**src/rtl/core/silu_pkg.sv**
```systemverilog
`default_nettype none
package silu_pkg;

  typedef struct packed {
    logic signed [15:0] sample;
    logic               in_last;
  } silu_in_t;

  typedef struct packed {
    logic signed [15:0] activation;
    logic               out_last;
  } silu_out_t;

  // Reduced argument of the exponential: remainder r in Q.30 and exponent k.
  typedef struct packed {
    logic signed [31:0] r;
    logic signed [7:0]  k;
    logic signed [15:0] x;
    logic               last;
  } silu_red_t;

  // exp(r) in Q.30, never negative, together with the exponent k.
  typedef struct packed {
    logic [30:0]        er;
    logic signed [7:0]  k;
    logic signed [15:0] x;
    logic               last;
  } silu_exp_t;

  // Raw quotient of the reciprocal and a flag that forces sigmoid to zero.
  typedef struct packed {
    logic [16:0]        quo;
    logic               zero;
    logic signed [15:0] x;
    logic               last;
  } silu_sig_t;

  localparam logic signed [16:0] ARG_CLAMP   = 17'sd22528;
  localparam logic [30:0]        INV_LN2_Q30 = 31'd1549082005;
  localparam logic [29:0]        LN2_Q30     = 30'd744261118;
  localparam logic signed [31:0] Q30_ONE     = 32'sd1073741824;
  localparam logic signed [31:0] C_HALF      = 32'sd536870912;
  localparam logic signed [31:0] C_SIXTH     = 32'sd178956971;
  localparam logic signed [31:0] C_24TH      = 32'sd44739243;
  localparam logic signed [31:0] C_120TH     = 32'sd8947849;
  localparam logic signed [7:0]  K_SIG_ZERO  = 8'sd30;

  localparam int unsigned POLY_STEPS = 5;
  localparam int unsigned DIV_STEPS  = 17;

  // Coefficients added after each Horner multiply, highest order first.
  localparam logic signed [31:0] POLY_ADD [POLY_STEPS] =
    '{C_24TH, C_SIXTH, C_HALF, Q30_ONE, Q30_ONE};

endpackage
`default_nettype wire

```
**src/rtl/core/silu_scale.sv**
```systemverilog
`default_nettype none
module silu_scale (
  input  wire logic                clk_i,
  input  wire logic                rst_ni,
  input  wire logic                in_valid_i,
  output logic                     in_ready_o,
  input  wire silu_pkg::silu_sig_t in_data_i,
  output logic                     out_valid_o,
  input  wire logic                out_ready_i,
  output silu_pkg::silu_out_t      out_data_o
);
  import silu_pkg::*;

  localparam int unsigned NS = 2;

  logic [NS-1:0] v_q;
  logic [NS:0]   rdy;

  logic signed [32:0] prod_q;
  logic               last_q [NS];
  logic signed [15:0] act_q;

  logic [15:0]        sig;
  logic signed [33:0] rsum;
  logic signed [17:0] shv;
  logic signed [15:0] act_d;

  always_comb begin
    rdy[NS] = out_ready_i;
    for (int s = NS - 1; s >= 0; s--) begin
      rdy[s] = !v_q[s] || rdy[s+1];
    end
  end

  always_comb begin
    if (in_data_i.zero) begin
      sig = '0;
    end else if (in_data_i.quo[16]) begin
      sig = 16'hFFFF;
    end else begin
      sig = in_data_i.quo[15:0];
    end
    rsum = 34'(prod_q) + 34'sd32768;
    shv  = rsum[33:16];
    if (shv > 18'sd32767) begin
      act_d = 16'sh7FFF;
    end else if (shv < -18'sd32768) begin
      act_d = 16'sh8000;
    end else begin
      act_d = shv[15:0];
    end
  end

  always_ff @(posedge clk_i or negedge rst_ni) begin
    if (!rst_ni) begin
      v_q <= '0;
    end else begin
      for (int s = 0; s < NS; s++) begin
        if (rdy[s]) begin
          v_q[s] <= (s == 0) ? in_valid_i : v_q[s-1];
        end
      end
    end
  end

  always_ff @(posedge clk_i) begin
    if (rdy[0]) begin
      prod_q    <= 33'(in_data_i.x) * 33'($signed({1'b0, sig}));
      last_q[0] <= in_data_i.last;
    end
    if (rdy[1]) begin
      act_q     <= act_d;
      last_q[1] <= last_q[0];
    end
  end

  assign in_ready_o  = rdy[0];
  assign out_valid_o = v_q[NS-1];
  assign out_data_o  = '{activation: act_q, out_last: last_q[NS-1]};

endmodule
`default_nettype wire

```
**config.mk**
```make
export PLATFORM = sky130hd
export DESIGN_NAME = silu_scale
export DESIGN_NICKNAME = d
export VERILOG_FILES = /design/src/rtl/core/silu_pkg.sv /design/src/rtl/core/silu_scale.sv
export SDC_FILE = /design/constraint.sdc
export NUM_CORES = 1
export LEC_CHECK = 0
export ABC_AREA = 0
export BUFFER_PORTS_ARGS = -buffer_cell sky130_fd_sc_hd__buf_2
export CORE_MARGIN = 5
export CORE_UTILIZATION = 58
export CTS_CLUSTER_DIAMETER = 200
export CTS_CLUSTER_SIZE = 16
export DETAILED_ROUTE_END_ITERATION = 12
export PLACE_DENSITY_LB_ADDON = 0.25
export SLEW_MARGIN = 20
export SYNTH_ARGS = -nofsm -noshare
export SYNTH_HDL_FRONTEND = slang
export SYNTH_SLANG_ARGS = --single-unit
```
**constraint.sdc**
```tcl
create_clock -name clk_i -period 6.3 [get_ports clk_i]
set_clock_uncertainty 0.15 [all_clocks]
set_input_delay 0 -clock clk_i [delete_from_list [all_inputs] [get_ports clk_i]]
set_output_delay 0 -clock clk_i [all_outputs]
set_load 0.03 [all_outputs]
```
# ---- After elaboration in Yosys (flattened, before gate mapping)
# Memories as Yosys holds them, arrays and structs flattened.
# Index checks and enable logic that the tools add are counted.
dict set report classes {
  multipliers 1
  shifts 0
  reduce_logical 4
  div 0
  addsub 1
  muxes 7
  bitwise_logic 0
  eq_ne 0
  order_cmp 2
}
# op count
set ops {}
lappend ops {{two-way mux 16 bit} 3}
lappend ops {{adder 33 x 17 -> 34 bit (second input constant)} 1}
lappend ops {{multiplier 16 x 17 -> 33 bit} 1}
lappend ops {{> comparator 18 x 16 -> 1 bit (second input constant)} 1}
lappend ops {{less-than comparator 18 x 16 -> 1 bit (second input constant)} 1}
lappend ops {{two-way mux 1 bit} 4}
lappend ops {{zero test 1 bit} 2}
lappend ops {{logical OR 1 bit} 2}
dict set report word_totals {
  out_inout_bits 19
  mem_bits_ro 0
  mem_count 1
  latchBits 0
  elab_cells 20
  inputBits 39
  ram_bits 2
  register_bits 51
}
# memory depth word_bits read_ports rd_ports_with_merged_regs wr line_no
set memory_table {}
lappend memory_table {last_q 2 1 2 0 2 silu_scale.sv:20} ;# logic last_q [NS];

# ---- Depth between registers and ports, before layout
dict set report logic_depth {
  depth_word 5
  depth_mapped 26
  depth_no_buf 22
}

# ---- Least setup slack after synthesis
# OpenSTA, ideal clock, no wires.
dict set report synth_path {
  path_type {input to register}
  startpoint {input in_data_i[34] (netlist name)}
  endpoint {register prod_q[30] (data pin)}
  path_stages 25
  setup_time_ns 0.259
  setup_slack_ns -0.070
  required_ns 5.891
  arrival_time_ns 5.961
  n_path_buf 3
  cell_sequence {buf_6 > clkbuf_1 > nor2_1 > nor2_1 > clkbuf_1 > nand2_1 > fa_1 > inv_1 > fa_1 > inv_1 > fa_1 > inv_1 > fa_1 > fa_1 > inv_1 > fa_1 > inv_1 > ha_1 > and3_1 > and3_1 > o311ai_2 > nand4_2 > a221o_1 > a21oi_1 > xnor2_1}
}
dict set report synth_via {
  elab_chain_len 3
}
# element line_no
set synth_lines {}
lappend synth_lines {{from (decl)} silu_scale.sv:7} ;# input wire silu_pkg::silu_sig_t in_data_i,
lappend synth_lines {{two-way mux 16 bit} silu_scale.sv:38} ;# end else if (in_data_i.quo[16]) begin
lappend synth_lines {{two-way mux 16 bit} silu_scale.sv:36} ;# if (in_data_i.zero) begin
lappend synth_lines {{multiplier 16 x 17 -> 33 bit} silu_scale.sv:68} ;# prod_q <= 33'(in_data_i.x) * 33'($signed({1'b0, sig}));
lappend synth_lines {{to (signal assigned)} silu_scale.sv:68}
lappend synth_lines {{to (decl)} silu_scale.sv:19} ;# logic signed [32:0] prod_q;
# No other way between the ends.
# A chain may end at the register's enable or synchronous reset.

# ---- Worst setup path in the final report
dict set report layout_path {
  startpoint {input in_data_i[34] (netlist name)}
  endpoint {register prod_q[31] (data pin)}
}
# Same word-level chain as after synthesis.

==> results.cfg <==
[timing]
rsz0062_at_grt = false
max_freq_mhz = 168
fin_crit_ns = 5.97
tightest_slew_ns = 1.01
slew_viol_final = 0
post-route-period-util = 0.947
setup_violations = 0
holdWs_ns = 0.268
slew_headroom = 0.323
hold_viol_final = 0

[synth]
ys_ff_latch = 38
synth_nets = 1506
synth_area_per_cell_um2 = 9.04
ys_warn_count = 0
synth_area_leaders = fa_1, ha_1, edfxtp_1, inv_1, and2_1
synthesis.area_mm2 = 0.0104
yosys.cell_types.count = 53
netlist_instances = 1154
synth-edff-count = 36
synth_top_area_frac = 0.370
synth_seq_area_share = 0.108
async_reset_ff_frac = 0.0526
ys.flop_type = edfxtp_1
synth_top_cell_by_area = fa_1

[die]
die_x_um = 144
dieArea_mm2 = 0.0208
die_h_um = 144
start_util = 0.585
core.rowCount = 49
core_area_mm2 = 0.0178
io_pins = 58

[grt]
grt_usage = 0.247
antenna_found_initial = 0
grt_overflow = 0
grt_max_degree = 22
grt_pass1_wl_mm = 41.1
grt_pass1_vias = 8585

[flow_run]
cap_violations = 0

[critical_path]
crit_fanout = 16
critPathRequiredTime_ns = 6.17
cp-endpoint = prod_q[31]
r2r-end = act_q[12]
cp-startpoint = in_data_i[34]
r2r_start = prod_q[23]
cp-start-kind = primary input
rrSetupSlack_ns = 3.43
crit_path_end_kind = register
reg2reg_depth = 7
critPathKind = in -> reg
cp.arrival_ns = 5.84

[clock_tree]
cts_setup_buffers = 0
clk_pin_slew_ns = 0.05
cts_tree = done
cts.root.buffer_cell = clkbuf_16
clk-insertion-delay-late_ns = 0.28
cts_buffers = 5
h-tree-depth = 2
clock_path_buffers = 2
cts_sinks = 38

[layout]
antenna_cells = 0
drive_gt1_frac = 0.0997
syn_to_final_growth_pct = 9.63
final_net_count = 1575

[route]
vias = 8018
ant_nets = 0
drt_pass1_iterations = 5
wl_per_cell_um = 16.5
first_iter_violations = 415
remaining_drc_errors = 0
viasPerCell = 5.52
drt-total-wl_mm = 23.9

[placement]
dp_hpwl_mm = 20.6
place.port_buffers = 57
gp_congestion = 0.886

[hold_path]
min_path_type = reg -> reg

[status]
status = finished clean
==> cell families after synthesis <==
kind of cell	Yosys count	synth area share
AO/OA/AOI/OAI	117	0.0718
buffers and inverters	283	0.103
adder cells (fa/ha/maj)	313	0.514
XOR/XNOR	33	0.0277
AND/OR/NAND/NOR	369	0.174
flip-flops	38	0.108
multiplexers	1	0.00144
==> synthesized netlist by cell type (2+ instances only) <==
master / n
o21ba_2: 2
nand2b_1: 10
nor3_1: 5
nor2b_1: 4
xor2_1: 20
and3_1: 3
nand3_1: 24
o21bai_1: 3
fa_1: 193
xnor2_1: 13
clkbuf_1: 42
dfrtp_1: 2
a21oi_1: 33
inv_1: 238
and2_1: 116
and4_1: 3
o21ai_0: 16
o21ai_1: 20
nor2_1: 54
a211oi_1: 5
edfxtp_1: 36
o211ai_1: 2
ha_1: 120
a21o_1: 15
nand4_1: 5
nand2_1: 140
a31oi_1: 4
==> routing by layer <==
| layer | wire [µm] | track usage | vias up | part of all wire |
|---|---|---|---|---|
| met5 | 0 | 0 | - | 0 |
| met4 | 816 | 0.0810 | 0 | 0.034 |
| met3 | 1480 | 0.0370 | 64 | 0.062 |
| met2 | 12100 | 0.433 | 257 | 0.51 |
| met1 | 9550 | 0.315 | 3992 | 0.40 |
| li1 | - | - | 3705 | - |
==> flip-flops by register name (all words and copies together), names as in the netlist <==
signal and flops:
act_q 16, prod_q 18, v_q 2, last_q 2
==> through the flow <==
stage | TNS, ns | setup slack, ns | util | cell area, µm² | instances
6_report | 0 | 0.335 | 0.641 | 11400 | 1453
5_1_grt | 0 | 0.0341 | 0.641 | 11400 | 1453
4_1_cts | 0 | 0.254 | 0.641 | 11400 | 1453
3_5_place_dp | -0.0327 | -0.0327 | 0.628 | 11200 | 1441
3_3_place_gp | 0 | 0.118 | 0.628 | 11200 | 1441
2_1_floorplan | 0 | 0.0102 | - | 10400 | 1154
==> worst min path at each step <==
stage,start,endpoint,slack [ns],cells after the start
after floorplan,rst_ni,v_q[0],-0.45,0
after global placement,rst_ni,v_q[0],-0.36,1
after detailed placement,rst_ni,v_q[0],-0.36,1
after CTS,last_q[0][0],last_q[0][1],0.27,0
after global routing,last_q[0][0],last_q[0][1],0.29,0
final,last_q[0][0],last_q[0][1],0.27,0
==> final cells by class <==
cell class	count	area, µm²
Clock buffer	6	139
Clock inverter	2	60.1
Fill cell	1499	6400
Inverter	239	897
Multi-Input combinational cell	833	8240
Sequential cell	38	1130
Tap cell	229	287
Timing Repair Buffer	106	688
==> critical path, stage by stage <==
cell	delay [ns]
buf_2	0.23
nor2_1	0.08
nor2_1	0.09
buf_4	0.20
nand2_1	0.10
fa_1	0.54
inv_1	0.05
fa_1	0.49
inv_1	0.05
fa_1	0.53
inv_1	0.05
fa_1	0.50
fa_1	0.54
inv_1	0.05
fa_1	0.52
inv_1	0.04
ha_1	0.34
a21o_1	0.19
a31oi_1	0.21
a2bb2oi_1	0.22
nand3_1	0.17
o311ai_2	0.32
a31oi_1	0.15
xor2_1	0.16
==> layout by cell type, fill, tap and decap left out, types with 33 or more instances in the layout <==
cell	instances
edfxtp_1	36
nor2_1	54
nand2_1	140
buf_4	43
ha_1	120
inv_1	238
buf_2	57
and2_1	116
a21oi_1	33
fa_1	193
==> repair_timing <==
action | 4_1_cts | 5_1_grt
setup endpoints to repair | 0 | 2
resized for setup | 0 | 1
endpoints found under the hold margin | 4 | 0
hold buffers | 4 | 0
Power is not shown: default switching activity piles up to over one toggle a cycle in this logic, so the estimate is an artifact.
