## config.mk

```make
export PLATFORM = sky130hd
export DESIGN_NAME = silu_reduce
export DESIGN_NICKNAME = d
export VERILOG_FILES = /design/src/rtl/core/silu_pkg.sv /design/src/rtl/core/silu_reduce.sv
export SDC_FILE = /design/constraint.sdc
export NUM_CORES = 1
export LEC_CHECK = 0
export BUFFER_PORTS_ARGS = -buffer_cell sky130_fd_sc_hd__buf_2
export CORE_MARGIN = 2
export CORE_UTILIZATION = 35
export CTS_CLUSTER_DIAMETER = 80
export DETAILED_ROUTE_END_ITERATION = 7
export GPL_TIMING_DRIVEN = 0
export PLACE_DENSITY = 0.46
export SLEW_MARGIN = 10
export SYNTH_ARGS = -nofsm -noshare
export SYNTH_HDL_FRONTEND = slang
export SYNTH_SLANG_ARGS = --single-unit
```

## constraint.sdc

```tcl
create_clock -name clk_i -period 13.1 [get_ports clk_i]
set_input_delay 2.62 -clock clk_i [delete_from_list [all_inputs] [get_ports clk_i]]
set_output_delay 2.62 -clock clk_i [all_outputs]
set_load 0.01 [all_outputs]
```

## src/rtl/core/silu_pkg.sv

```systemverilog
`default_nettype none
package silu_pkg;

  typedef struct packed {
    logic signed [15:0] sample;
    logic               in_last;
  } silu_in_t;

  typedef struct packed {
    logic signed [15:0] activation;
    logic               out_last;
  } silu_out_t;

  // Reduced argument of the exponential: remainder r in Q.30 and exponent k.
  typedef struct packed {
    logic signed [31:0] r;
    logic signed [7:0]  k;
    logic signed [15:0] x;
    logic               last;
  } silu_red_t;

  // exp(r) in Q.30, never negative, together with the exponent k.
  typedef struct packed {
    logic [30:0]        er;
    logic signed [7:0]  k;
    logic signed [15:0] x;
    logic               last;
  } silu_exp_t;

  // Raw quotient of the reciprocal and a flag that forces sigmoid to zero.
  typedef struct packed {
    logic [16:0]        quo;
    logic               zero;
    logic signed [15:0] x;
    logic               last;
  } silu_sig_t;

  localparam logic signed [16:0] ARG_CLAMP   = 17'sd22528;
  localparam logic [30:0]        INV_LN2_Q30 = 31'd1549082005;
  localparam logic [29:0]        LN2_Q30     = 30'd744261118;
  localparam logic signed [31:0] Q30_ONE     = 32'sd1073741824;
  localparam logic signed [31:0] C_HALF      = 32'sd536870912;
  localparam logic signed [31:0] C_SIXTH     = 32'sd178956971;
  localparam logic signed [31:0] C_24TH      = 32'sd44739243;
  localparam logic signed [31:0] C_120TH     = 32'sd8947849;
  localparam logic signed [7:0]  K_SIG_ZERO  = 8'sd30;

  localparam int unsigned POLY_STEPS = 5;
  localparam int unsigned DIV_STEPS  = 17;

  // Coefficients added after each Horner multiply, highest order first.
  localparam logic signed [31:0] POLY_ADD [POLY_STEPS] =
    '{C_24TH, C_SIXTH, C_HALF, Q30_ONE, Q30_ONE};

endpackage
`default_nettype wire

```

## src/rtl/core/silu_reduce.sv

```systemverilog
`default_nettype none
module silu_reduce (
  input  wire logic                clk_i,
  input  wire logic                rst_ni,
  input  wire logic                in_valid_i,
  output logic                     in_ready_o,
  input  wire silu_pkg::silu_in_t  in_data_i,
  output logic                     out_valid_o,
  input  wire logic                out_ready_i,
  output silu_pkg::silu_red_t      out_data_o
);
  import silu_pkg::*;

  localparam int unsigned NS = 4;

  logic [NS-1:0] v_q;
  logic [NS:0]   rdy;

  logic signed [15:0] x_q    [NS];
  logic               last_q [NS];
  logic signed [15:0] tc_q   [3];
  logic               neg_q;
  logic [45:0]        pm_q;
  logic signed [7:0]  k_q    [2];
  logic signed [38:0] kl_q;
  logic signed [31:0] r_q;

  logic signed [16:0] t_neg;
  logic signed [15:0] tc_d;
  logic [14:0]        tmag;
  logic [46:0]        kround;
  logic [7:0]         kmag;
  logic signed [39:0] rdiff;

  always_comb begin
    rdy[NS] = out_ready_i;
    for (int s = NS - 1; s >= 0; s--) begin
      rdy[s] = !v_q[s] || rdy[s+1];
    end
  end

  always_comb begin
    t_neg = -$signed({in_data_i.sample[15], in_data_i.sample});
    if (t_neg > ARG_CLAMP) begin
      tc_d = ARG_CLAMP[15:0];
    end else if (t_neg < -ARG_CLAMP) begin
      tc_d = 16'(-ARG_CLAMP);
    end else begin
      tc_d = t_neg[15:0];
    end
    tmag   = tc_d[15] ? 15'(-tc_d) : tc_d[14:0];
    kround = {1'b0, pm_q} + (47'd1 << 37);
    kmag   = kround[45:38];
    rdiff  = (40'(tc_q[2]) <<< 22) - 40'(kl_q);
  end

  always_ff @(posedge clk_i or negedge rst_ni) begin
    if (!rst_ni) begin
      v_q <= '0;
    end else begin
      for (int s = 0; s < NS; s++) begin
        if (rdy[s]) begin
          v_q[s] <= (s == 0) ? in_valid_i : v_q[s-1];
        end
      end
    end
  end

  always_ff @(posedge clk_i) begin
    if (rdy[0]) begin
      x_q[0]    <= in_data_i.sample;
      last_q[0] <= in_data_i.in_last;
      tc_q[0]   <= tc_d;
      neg_q     <= tc_d[15];
      pm_q      <= 46'(tmag) * 46'(INV_LN2_Q30);
    end
    if (rdy[1]) begin
      x_q[1]    <= x_q[0];
      last_q[1] <= last_q[0];
      tc_q[1]   <= tc_q[0];
      k_q[0]    <= neg_q ? 8'(-kmag) : kmag;
    end
    if (rdy[2]) begin
      x_q[2]    <= x_q[1];
      last_q[2] <= last_q[1];
      tc_q[2]   <= tc_q[1];
      k_q[1]    <= k_q[0];
      kl_q      <= 39'(k_q[0]) * 39'($signed({1'b0, LN2_Q30}));
    end
    if (rdy[3]) begin
      x_q[3]    <= x_q[2];
      last_q[3] <= last_q[2];
      r_q       <= rdiff[31:0];
    end
  end

  // k of the last stage is held one stage behind; copy it along with r.
  logic signed [7:0] k3_q;
  always_ff @(posedge clk_i) begin
    if (rdy[3]) begin
      k3_q <= k_q[1];
    end
  end

  assign in_ready_o  = rdy[0];
  assign out_valid_o = v_q[NS-1];
  assign out_data_o  = '{r: r_q, k: k3_q, x: x_q[NS-1], last: last_q[NS-1]};

endmodule
`default_nettype wire

```

# --- Yosys cells after proc, flatten, opt, wreduce, memory -nomap -nowiden ---
# Memories as Yosys holds them, arrays and structs flattened. A register that Yosys moved wholly into a read port is not among the register bits.
# Cells that the tools add are included.
word_totals:
  regBits: 114
  mem_bits_rw: 132
  inputBits: 21
  mem_count: 4
mem_list:
  columns: ["memory", "depth", "word_bits", "rd", "rd_ports_with_merged_regs", "wr", "line_no", "rtl"]
  rows:
  - ["x_q", 4, 16, 4, 0, 4, "silu_reduce.sv:19", "logic signed [15:0] x_q [NS];"]
  - ["tc_q", 3, 16, 3, 0, 3, "silu_reduce.sv:21", "logic signed [15:0] tc_q [3];"]
  - ["k_q", 2, 8, 2, 1, 2, "silu_reduce.sv:24", "logic signed [7:0] k_q [2];"]
  - ["last_q", 4, 1, 4, 0, 4, "silu_reduce.sv:20", "logic last_q [NS];"]
classes:
  addsub: 5
  n_mul: 2
  n_lt_le_gt_ge: 2
  muxes: 12
  reduce_logical: 8
op_table:
  columns: ["cell", "n"]
  rows:
  - ["46-bit by 38-bit adder with 46-bit output, second input constant", 1]
  - ["15-bit by 31-bit multiplier with 46-bit output, second input constant", 1]
  - ["16-bit 2-to-1 mux", 2]
  - ["32-bit subtractor", 1]
  - ["8-bit by 30-bit multiplier with 31-bit output, second input constant", 1]
  - ["17-bit by 16-bit greater-than comparator with 1-bit output, second input constant", 1]
  - ["17-bit by 16-bit < comparator with 1-bit output, second input constant", 1]
  - ["16-bit negation with 17-bit output", 1]
  - ["15-bit 2-to-1 mux", 1]
  - ["15-bit negation", 1]
  - ["1-bit 2-to-1 mux", 8]
  - ["8-bit 2-to-1 mux", 1]
  - ["8-bit negation", 1]
  - ["1-bit zero test", 4]
  - ["1-bit logical OR", 4]

# --- Logic depth before layout (Yosys ltp) ---
depth:
  word_depth: 7
  mapped_depth: 40
  mapped_depth_nobuf: 36

# --- Least setup slack after synthesis ---
# OpenSTA, ideal clock, no wires.
synth_timing:
  path_type: "input port to flip-flop"
  startpoint: "input in_data_i[1] (netlist bit)"
  endpoint: "register pm_q[44] (data pin)"
  setup_time_ns: 0.180
  arrival_time_ns: 10.948
  t_required_ns: 12.920
  setup_slack_ns: 1.972
  cell_stages: 37
  n_path_buf: 3
  path_cell_list: "buf_2 -> inv_1 -> ha_1 -> nor3b_1 -> or4b_2 -> o32a_1 -> a2111oi_2 -> o221ai_2 -> a21oi_1 -> buf_2 -> nand2_1 -> ha_1 -> clkbuf_1 -> o21ai_0 -> nor4b_1 -> a311oi_1 -> a21oi_2 -> ha_1 -> inv_1 -> ha_1 -> nor2_1 -> fa_1 -> inv_1 -> fa_1 -> inv_1 -> fa_1 -> inv_1 -> fa_1 -> ha_1 -> ha_1 -> and4_1 -> nand4_1 -> a211oi_1 -> o21ai_0 -> a311oi_1 -> o21ai_0 -> a221oi_1"
synth_between:
  elab_chain_len: 7
  word_cells_on_any_way: 8
  cone_classes: "add/sub (2); mul (1); order compare (2); mux (3)"
synth_lines:
  columns: ["element", "line_no", "rtl"]
  rows:
  - ["from (decl)", "silu_reduce.sv:7", "input wire silu_pkg::silu_in_t in_data_i,"]
  - ["16-bit negation with 17-bit output (*)", "silu_reduce.sv:43", "t_neg = -$signed({in_data_i.sample[15], in_data_i.sample});"]
  - ["17-bit by 16-bit < comparator with 1-bit output", "silu_reduce.sv:46", "end else if (t_neg < -ARG_CLAMP) begin"]
  - ["16-bit 2-to-1 mux", "silu_reduce.sv:46", null]
  - ["16-bit 2-to-1 mux (*)", "silu_reduce.sv:44", "if (t_neg > ARG_CLAMP) begin"]
  - ["15-bit negation", "silu_reduce.sv:51", "tmag = tc_d[15] ? 15'(-tc_d) : tc_d[14:0];"]
  - ["15-bit 2-to-1 mux (*)", "silu_reduce.sv:51", null]
  - ["15-bit by 31-bit multiplier with 46-bit output (*)", "silu_reduce.sv:75", "pm_q <= 46'(tmag) * 46'(INV_LN2_Q30);"]
  - ["to (signal assigned)", "silu_reduce.sv:75", null]
  - ["to (decl)", "silu_reduce.sv:23", "logic [45:0] pm_q;"]
# Mark *: on every way between the ends. The rest lies on a longest branch, timed or not.
# A chain may end at the register's enable or synchronous reset.

# --- Worst setup path after layout ---
layout_timing:
  startpoint: "input in_data_i[1] (netlist bit)"
  endpoint: "register pm_q[45] (data pin)"
# Same word-level chain as after synthesis.

==> results.yml <==
status:
  status: "finished, final reports clean"
sta:
  max_freq_mhz: 81.5
  finalHoldViolations: 0
  setup_viol: 0
  slew_violations: 0
  rsz0062_at_grt: "no"
  fin_crit_sh_pct: 93.7
  tns_ns: 0
  min_period_ns: 12.27
  worst_pin_slew_ns: 1.30
  relSlewSlack_pct: 12.2
  fin_skew_ns: 0.00909
logic_synthesis:
  async_reset_ff_share_pct: 2.04
  synth-seq-cells: 196
  yosysTopAreaCell: "edfxtp_1"
  synth_nets: 1987
  synth_edf_count: 192
  yosys.cell_count.top_type: "inv_1"
  synth_cell_types: 72
  yosys-top-cells-area: "edfxtp_1 (33%), fa_1 (21%), ha_1 (18%), inv_1 (6.9%), xnor2_1 (3.4%)"
  ys_top_cells_by_count: "inv_1 (324), ha_1 (255), edfxtp_1 (192), fa_1 (188), xnor2_1 (69)"
  syn_inst: 1523
  synth_area_sq_um: 17700
  synth_flop_cell: "edfxtp_1"
  syn_avg_cell_area_sq_um: 11.6
  synth_top_area_share_pct: 32.6
  yosysSeqAreaShare_pct: 33.2
  yosysWarnings: 0
critical_path:
  cp_slowest_cell: "or4b_2"
  cp.required_ns: 13.27
  arrival_ns: 12.45
  critPathTopFamily: "adder cells"
  crit_top_cell: "ha_1"
  path_max_fanout: 10
  critPathKind: "in2reg"
  critPathMaxStageDelay_ns: 0.64
  crit_path_start_kind: "primary input"
  setup.worst_path.end_class: "flop"
  critPathBufInv: 9
clocking:
  cts.path.max_buffers: 2
  cts_root_buffer: "clkbuf_16"
  clk_pin_slew_ns: 0.08
  ctsHoldBuffers: 0
  cts_post_setup_buffers_inserted: 0
  clock_sinks: 196
  cts_tree: "done"
  cts_resized: 1
  clock_latency_ns: 0.46
  h-tree-depth: 4
  cts-buffers-inserted: 17
placed_design:
  port_buffers: 78
  hpwl_um: 31900
  place_congestion: 0.833
floorplanning:
  placementRows: 82
  io_pins: 80
  core_area_sq_um: 50000
  dieArea_sq_um: 52300
  die_h_um: 229
  die_w_um: 229
  start_util_pct: 35.4
final_layout:
  drive_gt1_share_pct: 10.1
  nets: 2090
  areaGrowthSynthToFinish_pct: 11.7
drt:
  wl_um: 37600
  via_per_inst: 4.71
  firstDrtPassIters: 5
  vias: 10887
  detail_route.iter0.violations: 483
  wl_per_cell_um: 16.3
  antenna_left: 0
  drc: 0
global_routing:
  grt_pass1_vias: 11497
  grt_antenna_before_repair: 0
  grt-ovfl-total: 0
  grt_max_degree: 49
  grtUsageTotal_pct: 15.4
  grt_pass1_wl_um: 62600
min_path:
  hold_class: "reg2reg"
job:
  drv_cap: 0
worst register-to-register path: cells and delay by family (launching register included):
| family | cells | cell delay, ns |
|---|---|---|
| AOI/OAI and AO/OA | 4 | 1.50 |
| DFF | 1 | 0.62 |
| and+or+nand+nor | 3 | 0.62 |
| buffers and inverters | 5 | 0.64 |
| muxes | 1 | 0.16 |
| adders and majority gates | 5 | 2.31 |
path summary, 6_finish.rpt:
kind | from | end | slack (ns) | depth (start not counted)
min in group asynchronous | rst_ni | v_q[3] | 1.95 | 1
setup / recovery | in_data_i[1] | pm_q[45] | 0.83 | 39
hold reg to reg | x_q[2][0] | x_q[3][0] | 0.42 | 0
hold / removal | x_q[2][0] | x_q[3][0] | 0.42 | 0
max in group asynchronous | rst_ni | v_q[0] | 11.03 | 1
setup reg to reg | k_q[0][0] | kl_q[31] | 7.06 | 18
through the flow:
| stage | hold WS (ns) | utilization [%] | cell area (sq um) | worst slack, ns | cells |
|---|---|---|---|---|---|
| 2_1_floorplan | 0.400 | - | 17700 | 1.97 | 1523 |
| 3_3_place_gp | 0.401 | 37.9 | 18900 | -0.554 | 2273 |
| 3_5_place_dp | 0.405 | 38.1 | 19100 | -0.480 | 2280 |
| 4_1_cts | 0.415 | 39.4 | 19700 | 0.0619 | 2312 |
| 5_1_grt | 0.424 | 39.5 | 19800 | 0.116 | 2311 |
| 6_report | 0.416 | 39.5 | 19800 | 0.826 | 2312 |
state kept, by name, summed over array words and instances (netlist names):
signal and flops:
k3_q 8, k_q 15, kl_q 31, last_q 4, pm_q 10, r_q 30, tc_q 30, v_q 4
x_q 64
per-layer routing:
metal	part of all wire, %	track usage [%]	vias to the layer above
met5	0	0	-
met4	1.7	4.20	0
met3	2.3	2.10	33
met2	48	25.4	116
met1	48	21.2	5373
li1	-	-	5365
cell usage in the layout (no fill, tap or decap), drive strengths merged, types with 14 or more instances in the layout:
cell / synthesis / routed
ha: 255 / 255
fa: 188 / 188
nand3: 18 / 18
nand4: 15 / 15
nand2: 51 / 51
xor2: 28 / 28
xnor2: 69 / 69
buf: 8 / 93
nor3: 21 / 21
nand2b: 15 / 15
clkbuf: 5 / 21
nor2: 46 / 46
a21oi: 48 / 48
and2: 14 / 14
o21ai: 39 / 39
a21o: 17 / 17
inv: 324 / 330
edfxtp: 192 / 192
final cells by class:
cell class | count | area, sq um
inverter | 325 | 1220
clock buffer | 17 | 425
sequential | 196 | 5870
multi-input combinational | 989 | 10600
fill | 4895 | 30200
buffer | 12 | 76.3
tap | 672 | 841
antenna | 1 | 2.50
timing repair buffer | 85 | 507
clock inverter | 15 | 224
logic make-up (layout without fill, tap and decap cells):
group	count (synthesis)	after routing	synth area share [%]
flip-flops	196	196	33.2
AND/OR/NAND/NOR	251	251	7.68
AO/OA/AOI/OAI	190	190	7.25
buffers and inverters	338	454	7.34
multiplexers	7	7	0.410
adder cells (fa/ha/maj)	443	443	39.3
other	1	2	0.0212
XOR/XNOR	97	97	4.80
Power is not shown: default switching activity piles up to over one toggle a cycle in this logic, so the estimate is an artifact.
